[config.mk]
export PLATFORM = sky130hd
export DESIGN_NAME = motor_fault_monitor_core
export DESIGN_NICKNAME = d
export VERILOG_FILES = /design/src/rtl/mfm_pkg.sv /design/src/rtl/mfm_cfg_regs.sv /design/src/rtl/mfm_checks.sv /design/src/rtl/motor_fault_monitor_core.sv
export VERILOG_INCLUDE_DIRS = /design/src /design/src/rtl
export SDC_FILE = /design/constraint.sdc
export NUM_CORES = 1
export LEC_CHECK = 0
export BUFFER_PORTS_ARGS = -buffer_cell sky130_fd_sc_hd__buf_2
export CORE_UTILIZATION = 50
export CTS_CLUSTER_DIAMETER = 60
export DETAILED_ROUTE_END_ITERATION = 10
export PLACE_DENSITY = 0.72
export SETUP_SLACK_MARGIN = 0.2
export SLEW_MARGIN = 20
export SYNTH_ARGS = -nofsm -noshare
export SYNTH_HDL_FRONTEND = slang
export SYNTH_SLANG_ARGS = --single-unit
[constraint.sdc]
create_clock -name clk -period 8.1 [get_ports clk]
set_input_delay 0.81 -clock clk [delete_from_list [all_inputs] [get_ports clk]]
set_output_delay 0.81 -clock clk [all_outputs]
set_load 0.03 [all_outputs]
[src/rtl/motor_fault_monitor_core_assert.svh]
// ----------------------------------------------------------------------------
// Assertion macros for the motor fault monitor
// Shared concurrent property shapes, clocked on clk and disabled in reset.
// ----------------------------------------------------------------------------
`ifndef MOTOR_FAULT_MONITOR_CORE_ASSERT_SVH
`define MOTOR_FAULT_MONITOR_CORE_ASSERT_SVH

// Same-cycle implication.
`define MFM_ASSERT_IMP(label, ante, cons, msg) \
  label: assert property (@(posedge clk) disable iff (!rst_n) (ante) |-> (cons)) \
    else $error(msg);

// Next-cycle implication.
`define MFM_ASSERT_NXT(label, ante, cons, msg) \
  label: assert property (@(posedge clk) disable iff (!rst_n) (ante) |=> (cons)) \
    else $error(msg);

`endif

[src/rtl/mfm_pkg.sv]
// ----------------------------------------------------------------------------
// mfm_pkg
// Types, constants and helper functions of the motor fault monitor.
// ----------------------------------------------------------------------------
package mfm_pkg;

  localparam int DEF_TICK_COUNTER_BITS = 16;
  localparam int DEF_SPEED_BITS        = 32;

  localparam int PERIOD_W    = 16;
  localparam int LIMIT16_W   = 16;
  localparam int SPD_LIMIT_W = 31;
  localparam int CFG_DATA_W  = 32;
  localparam int CFG_IDX_W   = 3;
  localparam int FAULT_W     = 7;

  // Bit positions in the error word.
  localparam int FB_OVERVOLT  = 0;
  localparam int FB_UNDERVOLT = 1;
  localparam int FB_OVERCURR  = 2;
  localparam int FB_RUNAWAY   = 3;
  localparam int FB_ENCODER   = 4;
  localparam int FB_OVERTEMP  = 5;
  localparam int FB_UNDERTEMP = 6;

  typedef enum logic [CFG_IDX_W-1:0] {
    REG_OVERVOLT_LIMIT  = 3'd0,
    REG_SPEED_ERR_LIMIT = 3'd1,
    REG_SPEED_PERIOD    = 3'd2,
    REG_ENCODER_PERIOD  = 3'd3,
    REG_VOLTAGE_PERIOD  = 3'd4,
    REG_TEMP_PERIOD     = 3'd5,
    REG_OVERTEMP_LIMIT  = 3'd6,
    REG_UNDERTEMP_LIMIT = 3'd7
  } cfg_reg_t;

  localparam logic [LIMIT16_W-1:0]   RST_OVERVOLT_LIMIT  = 16'd40000;
  localparam logic [SPD_LIMIT_W-1:0] RST_SPEED_ERR_LIMIT = 31'd40960;
  localparam logic [PERIOD_W-1:0]    RST_SPEED_PERIOD    = 16'd2;
  localparam logic [PERIOD_W-1:0]    RST_ENCODER_PERIOD  = 16'd1;
  localparam logic [PERIOD_W-1:0]    RST_VOLTAGE_PERIOD  = 16'd2;
  localparam logic [PERIOD_W-1:0]    RST_TEMP_PERIOD     = 16'd5;
  localparam logic [LIMIT16_W-1:0]   RST_OVERTEMP_LIMIT  = 16'd55893;
  localparam logic [LIMIT16_W-1:0]   RST_UNDERTEMP_LIMIT = 16'd0;

  typedef struct packed {
    logic [LIMIT16_W-1:0]   overvoltage_limit;
    logic [SPD_LIMIT_W-1:0] speed_error_limit;
    logic [PERIOD_W-1:0]    speed_check_period;
    logic [PERIOD_W-1:0]    encoder_check_period;
    logic [PERIOD_W-1:0]    voltage_check_period;
    logic [PERIOD_W-1:0]    temp_check_period;
    logic [LIMIT16_W-1:0]   overtemp_limit;
    logic [LIMIT16_W-1:0]   undertemp_limit;
  } cfg_regs_t;

  // Advance a decimation residue. It clears once it reaches the period
  // (a period of zero therefore behaves as one) or when its counter wraps.
  function automatic logic [PERIOD_W-1:0] bump_residue(
    input logic [PERIOD_W-1:0] res,
    input logic [PERIOD_W-1:0] period,
    input logic                wrapped
  );
    logic [PERIOD_W:0] inc;
    inc = {1'b0, res} + {{PERIOD_W{1'b0}}, 1'b1};
    if (wrapped || (inc >= {1'b0, period})) begin
      return '0;
    end
    return inc[PERIOD_W-1:0];
  endfunction

endpackage

[src/rtl/mfm_cfg_regs.sv]
// ----------------------------------------------------------------------------
// mfm_cfg_regs
// Configuration register file, written one register per handshake.
// ----------------------------------------------------------------------------
module mfm_cfg_regs
  import mfm_pkg::*;
(
  input  logic                  clk,
  input  logic                  rst_n,
  input  logic                  wr_en,
  input  logic [CFG_IDX_W-1:0]  wr_index,
  input  logic [CFG_DATA_W-1:0] wr_data,
  output cfg_regs_t             cfg
);

  cfg_regs_t cfg_r;
  cfg_regs_t cfg_nxt;

  always_comb begin
    cfg_nxt = cfg_r;
    if (wr_en) begin
      case (cfg_reg_t'(wr_index))
        REG_OVERVOLT_LIMIT:  cfg_nxt.overvoltage_limit    = wr_data[LIMIT16_W-1:0];
        REG_SPEED_ERR_LIMIT: cfg_nxt.speed_error_limit    = wr_data[SPD_LIMIT_W-1:0];
        REG_SPEED_PERIOD:    cfg_nxt.speed_check_period   = wr_data[PERIOD_W-1:0];
        REG_ENCODER_PERIOD:  cfg_nxt.encoder_check_period = wr_data[PERIOD_W-1:0];
        REG_VOLTAGE_PERIOD:  cfg_nxt.voltage_check_period = wr_data[PERIOD_W-1:0];
        REG_TEMP_PERIOD:     cfg_nxt.temp_check_period    = wr_data[PERIOD_W-1:0];
        REG_OVERTEMP_LIMIT:  cfg_nxt.overtemp_limit       = wr_data[LIMIT16_W-1:0];
        REG_UNDERTEMP_LIMIT: cfg_nxt.undertemp_limit      = wr_data[LIMIT16_W-1:0];
        default: cfg_nxt = cfg_r;
      endcase
    end
  end

  always_ff @(posedge clk) begin
    if (!rst_n) begin
      cfg_r.overvoltage_limit    <= RST_OVERVOLT_LIMIT;
      cfg_r.speed_error_limit    <= RST_SPEED_ERR_LIMIT;
      cfg_r.speed_check_period   <= RST_SPEED_PERIOD;
      cfg_r.encoder_check_period <= RST_ENCODER_PERIOD;
      cfg_r.voltage_check_period <= RST_VOLTAGE_PERIOD;
      cfg_r.temp_check_period    <= RST_TEMP_PERIOD;
      cfg_r.overtemp_limit       <= RST_OVERTEMP_LIMIT;
      cfg_r.undertemp_limit      <= RST_UNDERTEMP_LIMIT;
    end else begin
      cfg_r <= cfg_nxt;
    end
  end

  assign cfg = cfg_r;

endmodule

[src/rtl/mfm_checks.sv]
// ----------------------------------------------------------------------------
// mfm_checks
// Decimation counters, fault checks and the sticky fault word.
// ----------------------------------------------------------------------------
module mfm_checks
  import mfm_pkg::*;
#(
  parameter int TICK_COUNTER_BITS = DEF_TICK_COUNTER_BITS,
  parameter int SPEED_BITS        = DEF_SPEED_BITS
)(
  input  logic                         clk,
  input  logic                         rst_n,
  input  cfg_regs_t                    cfg,
  input  logic                         step,
  input  logic                         action,
  input  logic [15:0]                  bus_voltage_sample,
  input  logic                         current_fault_event,
  input  logic signed [SPEED_BITS-1:0] speed_target,
  input  logic signed [SPEED_BITS-1:0] speed_feedback,
  input  logic [31:0]                  rotor_angle,
  input  logic                         direction_cw,
  input  logic [15:0]                  temp_sample,
  output logic [FAULT_W-1:0]           fault_word_nxt
);

  localparam int DIFF_W = (SPEED_BITS + 1 > SPD_LIMIT_W + 1) ? SPEED_BITS + 1
                                                              : SPD_LIMIT_W + 1;

  // The voltage, speed and encoder counters of the scheme advance on the
  // same calls, so one tick counter serves all three.
  logic [TICK_COUNTER_BITS-1:0] tick_count_r, tick_count_nxt;
  logic [TICK_COUNTER_BITS-1:0] temp_count_r, temp_count_nxt;
  logic [PERIOD_W-1:0]          volt_res_r, volt_res_nxt;
  logic [PERIOD_W-1:0]          speed_res_r, speed_res_nxt;
  logic [PERIOD_W-1:0]          enc_res_r, enc_res_nxt;
  logic [PERIOD_W-1:0]          temp_res_r, temp_res_nxt;
  logic [FAULT_W-1:0]           fault_r, fault_nxt;

  logic                         tick_wrap, temp_wrap;
  logic signed [DIFF_W-1:0]     tgt_x, fb_x, diff, lim_x;
  logic                         runaway;

  assign tgt_x   = DIFF_W'(speed_target);
  assign fb_x    = DIFF_W'(speed_feedback);
  assign diff    = tgt_x - fb_x;
  assign lim_x   = DIFF_W'(cfg.speed_error_limit);
  assign runaway = (diff > lim_x) || (diff < -lim_x);

  assign tick_wrap = &tick_count_r;
  assign temp_wrap = &temp_count_r;

  always_comb begin
    tick_count_nxt = tick_count_r;
    temp_count_nxt = temp_count_r;
    volt_res_nxt   = volt_res_r;
    speed_res_nxt  = speed_res_r;
    enc_res_nxt    = enc_res_r;
    temp_res_nxt   = temp_res_r;
    fault_nxt      = fault_r;
    if (!action) begin
      tick_count_nxt = tick_count_r + 1'b1;
      volt_res_nxt   = bump_residue(volt_res_r, cfg.voltage_check_period, tick_wrap);
      speed_res_nxt  = bump_residue(speed_res_r, cfg.speed_check_period, tick_wrap);
      enc_res_nxt    = bump_residue(enc_res_r, cfg.encoder_check_period, tick_wrap);
      if ((volt_res_nxt == '0) && (bus_voltage_sample > cfg.overvoltage_limit)) begin
        fault_nxt[FB_OVERVOLT] = 1'b1;
      end
      // The overcurrent latch and its fault bit are both sticky, so the bit
      // itself holds the latch.
      if (current_fault_event) begin
        fault_nxt[FB_OVERCURR] = 1'b1;
      end
      if ((speed_res_nxt == '0) && runaway) begin
        fault_nxt[FB_RUNAWAY] = 1'b1;
      end
      if ((enc_res_nxt == '0) && (rotor_angle == '0) && (speed_target != '0) &&
          direction_cw) begin
        fault_nxt[FB_ENCODER] = 1'b1;
      end
    end else begin
      temp_count_nxt = temp_count_r + 1'b1;
      temp_res_nxt   = bump_residue(temp_res_r, cfg.temp_check_period, temp_wrap);
      if (temp_res_nxt == '0) begin
        if (temp_sample > cfg.overtemp_limit) begin
          fault_nxt[FB_OVERTEMP] = 1'b1;
        end else if (temp_sample < cfg.undertemp_limit) begin
          fault_nxt[FB_UNDERTEMP] = 1'b1;
        end
      end
    end
    // The minimum bus voltage is zero, so undervoltage can never be seen.
    fault_nxt[FB_UNDERVOLT] = 1'b0;
  end

  always_ff @(posedge clk) begin
    if (!rst_n) begin
      tick_count_r <= '0;
      temp_count_r <= '0;
      volt_res_r   <= '0;
      speed_res_r  <= '0;
      enc_res_r    <= '0;
      temp_res_r   <= '0;
      fault_r      <= '0;
    end else if (step) begin
      tick_count_r <= tick_count_nxt;
      temp_count_r <= temp_count_nxt;
      volt_res_r   <= volt_res_nxt;
      speed_res_r  <= speed_res_nxt;
      enc_res_r    <= enc_res_nxt;
      temp_res_r   <= temp_res_nxt;
      fault_r      <= fault_nxt;
    end
  end

  assign fault_word_nxt = fault_nxt;

endmodule

[src/rtl/motor_fault_monitor_core.sv]
// ----------------------------------------------------------------------------
// motor_fault_monitor_core
// Sticky fault word for a motor drive, one result item per input item.
// ----------------------------------------------------------------------------
// Usage: each item on the in_ channel is a protection tick (in_tuser low) or
// a temperature sample (in_tuser high). A tick latches the overcurrent event
// and runs the overvoltage, runaway and encoder checks, each on its own
// decimation; a sample runs the temperature check on its decimation.
// Every item yields exactly one item on the out_ channel carrying the error
// word after that item. Fault bits stay set until reset.
// The item passes one input register, then the checks and the result
// register; out_tvalid rises when the item moves into the result register.
// Throughput is one item per cycle while the receiver does not stall, set by
// the single pass of compare logic between those two registers.
// When the receiver stalls, the result register holds and the input register
// still takes one more item; in_tready then falls until the result is taken.
// Reset (rst_n low, synchronous) empties both registers, clears all counters
// and faults and loads the default limits and periods. The cfg_ channel is
// always ready and should be written only while the block is idle.
// ----------------------------------------------------------------------------
module motor_fault_monitor_core
  import mfm_pkg::*;
#(
  parameter int TICK_COUNTER_BITS = DEF_TICK_COUNTER_BITS,
  parameter int SPEED_BITS        = DEF_SPEED_BITS
)(
  input  logic                  clk,
  input  logic                  rst_n,
  // Input item stream.
  input  logic                  in_tvalid,
  output logic                  in_tready,
  // Fields from bit 0: bus_voltage_sample, current_fault_event, speed_target,
  // speed_feedback, rotor_angle, direction_cw, temp_sample, zero fill.
  input  logic [((66 + 2*SPEED_BITS + 7) / 8) * 8 - 1:0] in_tdata,
  // Fields from bit 0: action.
  input  logic                  in_tuser,
  // Result item stream.
  output logic                  out_tvalid,
  input  logic                  out_tready,
  // Fields from bit 0: error_word, zero fill.
  output logic [7:0]            out_tdata,
  // Configuration write channel.
  input  logic                  cfg_valid,
  output logic                  cfg_ready,
  input  logic [CFG_IDX_W-1:0]  cfg_index,
  input  logic [CFG_DATA_W-1:0] cfg_data
);

  localparam int TDATA_W  = ((66 + 2*SPEED_BITS + 7) / 8) * 8;
  localparam int OFF_BUS  = 0;
  localparam int OFF_EVT  = OFF_BUS + 16;
  localparam int OFF_TGT  = OFF_EVT + 1;
  localparam int OFF_FB   = OFF_TGT + SPEED_BITS;
  localparam int OFF_ANG  = OFF_FB + SPEED_BITS;
  localparam int OFF_CW   = OFF_ANG + 32;
  localparam int OFF_TEMP = OFF_CW + 1;

  cfg_regs_t cfg;

  // Input register stage.
  logic               s1_valid_r, s1_valid_nxt;
  logic [TDATA_W-1:0] s1_data_r;
  logic               s1_action_r;

  // Result register stage.
  logic               out_valid_r, out_valid_nxt;
  logic [FAULT_W-1:0] out_word_r;
  logic [FAULT_W-1:0] fault_word_nxt;

  logic in_fire;
  logic advance;

  // The held item moves into the result register when that register is
  // empty or is being emptied in this cycle.
  assign advance   = s1_valid_r && (!out_valid_r || out_tready);
  assign in_tready = !s1_valid_r || advance;
  assign in_fire   = in_tvalid && in_tready;
  assign cfg_ready = 1'b1;

  always_comb begin
    s1_valid_nxt = s1_valid_r;
    if (in_fire) begin
      s1_valid_nxt = 1'b1;
    end else if (advance) begin
      s1_valid_nxt = 1'b0;
    end
    out_valid_nxt = out_valid_r;
    if (advance) begin
      out_valid_nxt = 1'b1;
    end else if (out_tready) begin
      out_valid_nxt = 1'b0;
    end
  end

  always_ff @(posedge clk) begin
    if (!rst_n) begin
      s1_valid_r  <= 1'b0;
      out_valid_r <= 1'b0;
    end else begin
      s1_valid_r  <= s1_valid_nxt;
      out_valid_r <= out_valid_nxt;
    end
  end

  always_ff @(posedge clk) begin
    if (in_fire) begin
      s1_data_r   <= in_tdata;
      s1_action_r <= in_tuser;
    end
    if (advance) begin
      out_word_r <= fault_word_nxt;
    end
  end

  mfm_cfg_regs u_cfg_regs (
    .clk      (clk),
    .rst_n    (rst_n),
    .wr_en    (cfg_valid && cfg_ready),
    .wr_index (cfg_index),
    .wr_data  (cfg_data),
    .cfg      (cfg)
  );

  mfm_checks #(
    .TICK_COUNTER_BITS (TICK_COUNTER_BITS),
    .SPEED_BITS        (SPEED_BITS)
  ) u_checks (
    .clk                 (clk),
    .rst_n               (rst_n),
    .cfg                 (cfg),
    .step                (advance),
    .action              (s1_action_r),
    .bus_voltage_sample  (s1_data_r[OFF_BUS +: 16]),
    .current_fault_event (s1_data_r[OFF_EVT]),
    .speed_target        (s1_data_r[OFF_TGT +: SPEED_BITS]),
    .speed_feedback      (s1_data_r[OFF_FB +: SPEED_BITS]),
    .rotor_angle         (s1_data_r[OFF_ANG +: 32]),
    .direction_cw        (s1_data_r[OFF_CW]),
    .temp_sample         (s1_data_r[OFF_TEMP +: 16]),
    .fault_word_nxt      (fault_word_nxt)
  );

  assign out_tvalid = out_valid_r;
  assign out_tdata  = {1'b0, out_word_r};

  // Assertions.
  `include "motor_fault_monitor_core_assert.svh"

  // Faults are sticky: a new result never drops a bit of the one before.
  `MFM_ASSERT_NXT(a_faults_sticky, out_valid_r && advance, (out_word_r & $past(out_word_r)) == $past(out_word_r), "fault bit cleared between results")

  // An item held at the input is never lost while the result side stalls.
  `MFM_ASSERT_NXT(a_s1_held, s1_valid_r && !advance, s1_valid_r, "held item dropped")

  // The undervoltage bit can never be raised.
  `MFM_ASSERT_IMP(a_no_undervolt, out_valid_r, !out_word_r[FB_UNDERVOLT], "undervoltage bit set")

  // A stalled result keeps its value until it is taken.
  `MFM_ASSERT_NXT(a_out_hold, out_valid_r && !out_tready, out_word_r == $past(out_word_r), "stalled result changed")

endmodule

==> results.yml <==
critical_path:
  crit_buf_inv: 2
  path_class: "reg2reg"
  worstPathMaxFanout: 4
  critPathMaxStageDelay_ps: 720
  cp.arrival_ps: 5510
  cp-end-kind: "flip-flop"
  critPathSlowestCell: "a2111oi_0"
  path_delay_family: "compound AO/OA/AOI/OAI gates"
  path_cells: "inv_1 > ha_1 > inv_1 > fa_1 > a211oi_1 > o21ai_1 > o2111ai_1 > a21boi_1 > a2111oi_0 > o31a_1 > o211ai_1 > a21oi_1 > xnor2_1 > ha_1 > nand2_1 > or2_2 > nor3_1 > nand2_1 > nor4_1 > a211o_1 > o211a_1 > o21bai_1"
  cp.required_ps: 8410
  rrSetupSlack_ps: 2900
  worst_setup_path_start_kind: "flip-flop"
timing:
  fmax_mhz: 192.4
  finalSetupViolations: 0
  period_needed_ps: 5198
  max_slew_margin: 0.2384
  hold_viol_final: 0
  slew_violations: 0
  worstMarginPinSlew_ps: 1142
  finalCritPeriodShare: 0.6417
  rsz0062_at_grt: "no"
  setup_tns_ps: 0
  skew_ps: 43.92
placed_design:
  gp_congestion: 0.8750
  placed_area_sq_mm: 0.02269
  hpwl_um: 37760
  port-buffer-count: 177
drt:
  wl_per_cell_um: 16.84
  drc: 0
  via_count: 17740
  routed_wl_um: 53130
  first_iter_violations: 1148
  firstDrtPassIters: 5
  via_per_inst: 5.621
  detail-route-antenna-nets: 0
power_and_ir_drop:
  clockPowerShare: 0.441
  pwr_density_cell_mw_per_mm2: 200.8
  irDropWorstVdd_v: 0.0002756
  pwr-share-seq: 0.429
  power_leakage_nw: 9.791
  p_sw_frac: 0.2589
  p_sw_w: 0.001264
  p_int_w: 0.003619
  p_total_w: 0.004883
  combPwrFrac: 0.130
worst_hold_path:
  min_path_type: "in2reg"
clock_network:
  clk_pin_slew_ps: 60
  htreeDepth: 2
  ctsResizeCount: 0
  clock_latency_ps: 600
  cts-root-buf: "clkbuf_16"
  cts_max_path_buffers: 3
  cts.sinks: 384
  hold_buffers: 0
  cts-buffers-inserted: 44
  post-cts-setup-buffers: 0
  cts_tree: "built"
synth:
  synth-edff-count: 137
  netlist_instances: 2450
  netlist_area_sq_mm: 0.02145
  syn_avg_cell_area_sq_um: 8.754
  ys_ff_latch: 384
  async_flop_share: 0
  synth-seq-area-share: 0.4224
  synth_ff_type: "dfxtp_1"
  yosys_warnings: 0
  synth_cell_types: 81
die:
  die_area_sq_mm: 0.04373
  pin_count: 188
  start_util: 0.5090
  core_area_sq_mm: 0.04213
  fp.dieH_um: 209.1
  die_x_um: 209.1
  rows: 75
finish:
  design_area_sq_mm: 0.02432
  layout-drive-gt1-share: 0.1094
  area_growth_pct: 13.38
  nets: 2970
global_route:
  grt_pass1_vias: 17460
  grt_first_pass_wirelength_um: 86080
  grt_max_degree: 136
  grt_overflow: 0
  antenna_found_initial: 4
  grt_usage: 0.2437
flow_run:
  drv_cap: 0
status:
  status: "finished clean"
Yosys cell counts (3+ instances only):
master	number	area, sq um
nor2b_1	32	200.2
o22ai_1	6	37.54
and4_1	11	96.34
nand3_1	79	395.4
and2_1	10	62.56
dfxtp_1	247	4945
a31o_1	5	43.79
clkbuf_2	16	80.08
edfxtp_1	137	4114
a22oi_1	6	45.04
nand4_1	48	300.3
o211a_1	3	30.03
nor2_1	129	484.2
a211o_1	3	26.28
o2111ai_1	4	35.03
a31oi_1	13	81.33
o211ai_1	26	195.2
or3_1	12	75.07
a211oi_1	13	97.59
or4_1	11	82.58
nand2b_1	11	68.82
xnor2_1	90	788.3
a21o_1	39	292.8
and3_1	28	175.2
o31ai_1	3	22.52
a21oi_1	255	1276
buf_1	5	18.77
o21a_1	27	202.7
nor4_1	39	244.0
nand4b_1	3	26.28
buf_4	3	22.52
ha_1	211	2640
o21ai_0	46	230.2
nand3b_1	8	60.06
a2111oi_0	6	52.55
nor3_1	30	150.1
o21ai_1	22	110.1
xor2_1	52	455.4
nand2_1	423	1588
clkbuf_1	79	296.5
inv_1	197	739.5
o21bai_1	9	67.56
worst paths after layout:
check               startpoint                 to  cells past startpoint
min reg2reg  u_cfg_regs.cfg[0]  u_cfg_regs.cfg[0]                      2
min              in_tdata[128]     s1_data_r[128]                      1
max              s1_data_r[17]      out_word_r[3]                     22
max reg2reg      s1_data_r[17]      out_word_r[3]                     22
layer usage:
| metal | wire (um) | global-route usage | part of all wire | vias up |
|---|---|---|---|---|
| li1 | - | - | - | 8812 |
| met1 | 23230 | 0.3130 | 0.44 | 8342 |
| met2 | 25200 | 0.4129 | 0.47 | 475 |
| met3 | 2964 | 0.03472 | 0.056 | 110 |
| met4 | 1728 | 0.09610 | 0.033 | 2 |
| met5 | 13 | 0 | 0.00024 | - |
placed cells by master, fill, tap and decap left out, drive strengths merged, types with 8 or more instances in the layout:
cell    Yosys  layout
nand2b     11      11
nand4      48      48
or3        12      12
nand2     424     424
o21ai      68      68
o211ai     26      26
and2       10      10
a21o       39      39
ha        211     211
and3       28      28
clkinv      1      15
inv       198     201
clkbuf     95      57
a211oi     13      13
nor3       31      31
nand3b      8       8
a31oi      13      13
dfxtp     247     247
or4        12      12
buf         9     188
o21bai      9       9
o21a       27      27
nor2      130     130
nor4       40      40
nor2b      32      32
nand3      80      80
and4       11      11
a21oi     255     255
xnor2      90      90
edfxtp    137     137
xor2       52      52
sequential cells by signal, summed over array words and instances (netlist names):
name and count:
s1_data_r 130, u_checks.enc_res_r 16, s1_valid_r 1, u_cfg_regs.cfg 143, u_checks.volt_res_r 16, u_checks.temp_count_r 16
u_checks.temp_res_r 16, u_checks.tick_count_r 16, s1_action_r 1, out_tvalid 1, u_checks.speed_res_r 16, out_word_r 6
u_checks.fault_r 6
cell families after synthesis:
logic type,Yosys count,share of synthesized area
buffers and inverters,303,0.05454
DFF,384,0.4224
and+or+nand+nor,891,0.1944
AOI/OAI and AO/OA,510,0.1434
muxes,4,0.001983
adders and majority gates,214,0.1250
other,2,0.0003501
xor gates and xnor gates,142,0.05799
layout make-up:
cell class / instances / area (sq um)
Sequential cell: 384 / 9059
Clock inverter: 23 / 307.8
Inverter: 199 / 752.0
Fill cell: 3619 / 17820
Tap cell: 539 / 674.4
Clock buffer: 57 / 1296
Antenna cell: 2 / 5.005
Multi-Input combinational cell: 1764 / 11250
Timing Repair Buffer: 188 / 968.4
through the flow:
| step | util | hold WS [ps] | cells | setup slack [ps] |
|---|---|---|---|---|
| after global placement | 0.5386 | 432.8 | 3074 | 3047 |
| after detailed placement | 0.5386 | 447.1 | 3074 | 2995 |
| final | 0.5771 | 380.8 | 3156 | 2902 |
| after global routing | 0.5771 | 366.4 | 3155 | 2469 |
| after floorplan | - | 419.2 | 2451 | 3408 |
| after CTS | 0.5766 | 351.0 | 3154 | 2932 |
power by group through the flow:
stage               logic [W]  clock network, W  registers [W]
finish               0.000636           0.00215        0.00210
global placement     0.000598                 0        0.00213
detailed placement   0.000627                 0        0.00214
global route         0.000715           0.00226        0.00210
floorplan            0.000444                 0        0.00213
CTS                  0.000632           0.00219        0.00210
Note: power is estimated with default switching activity, not from simulation.
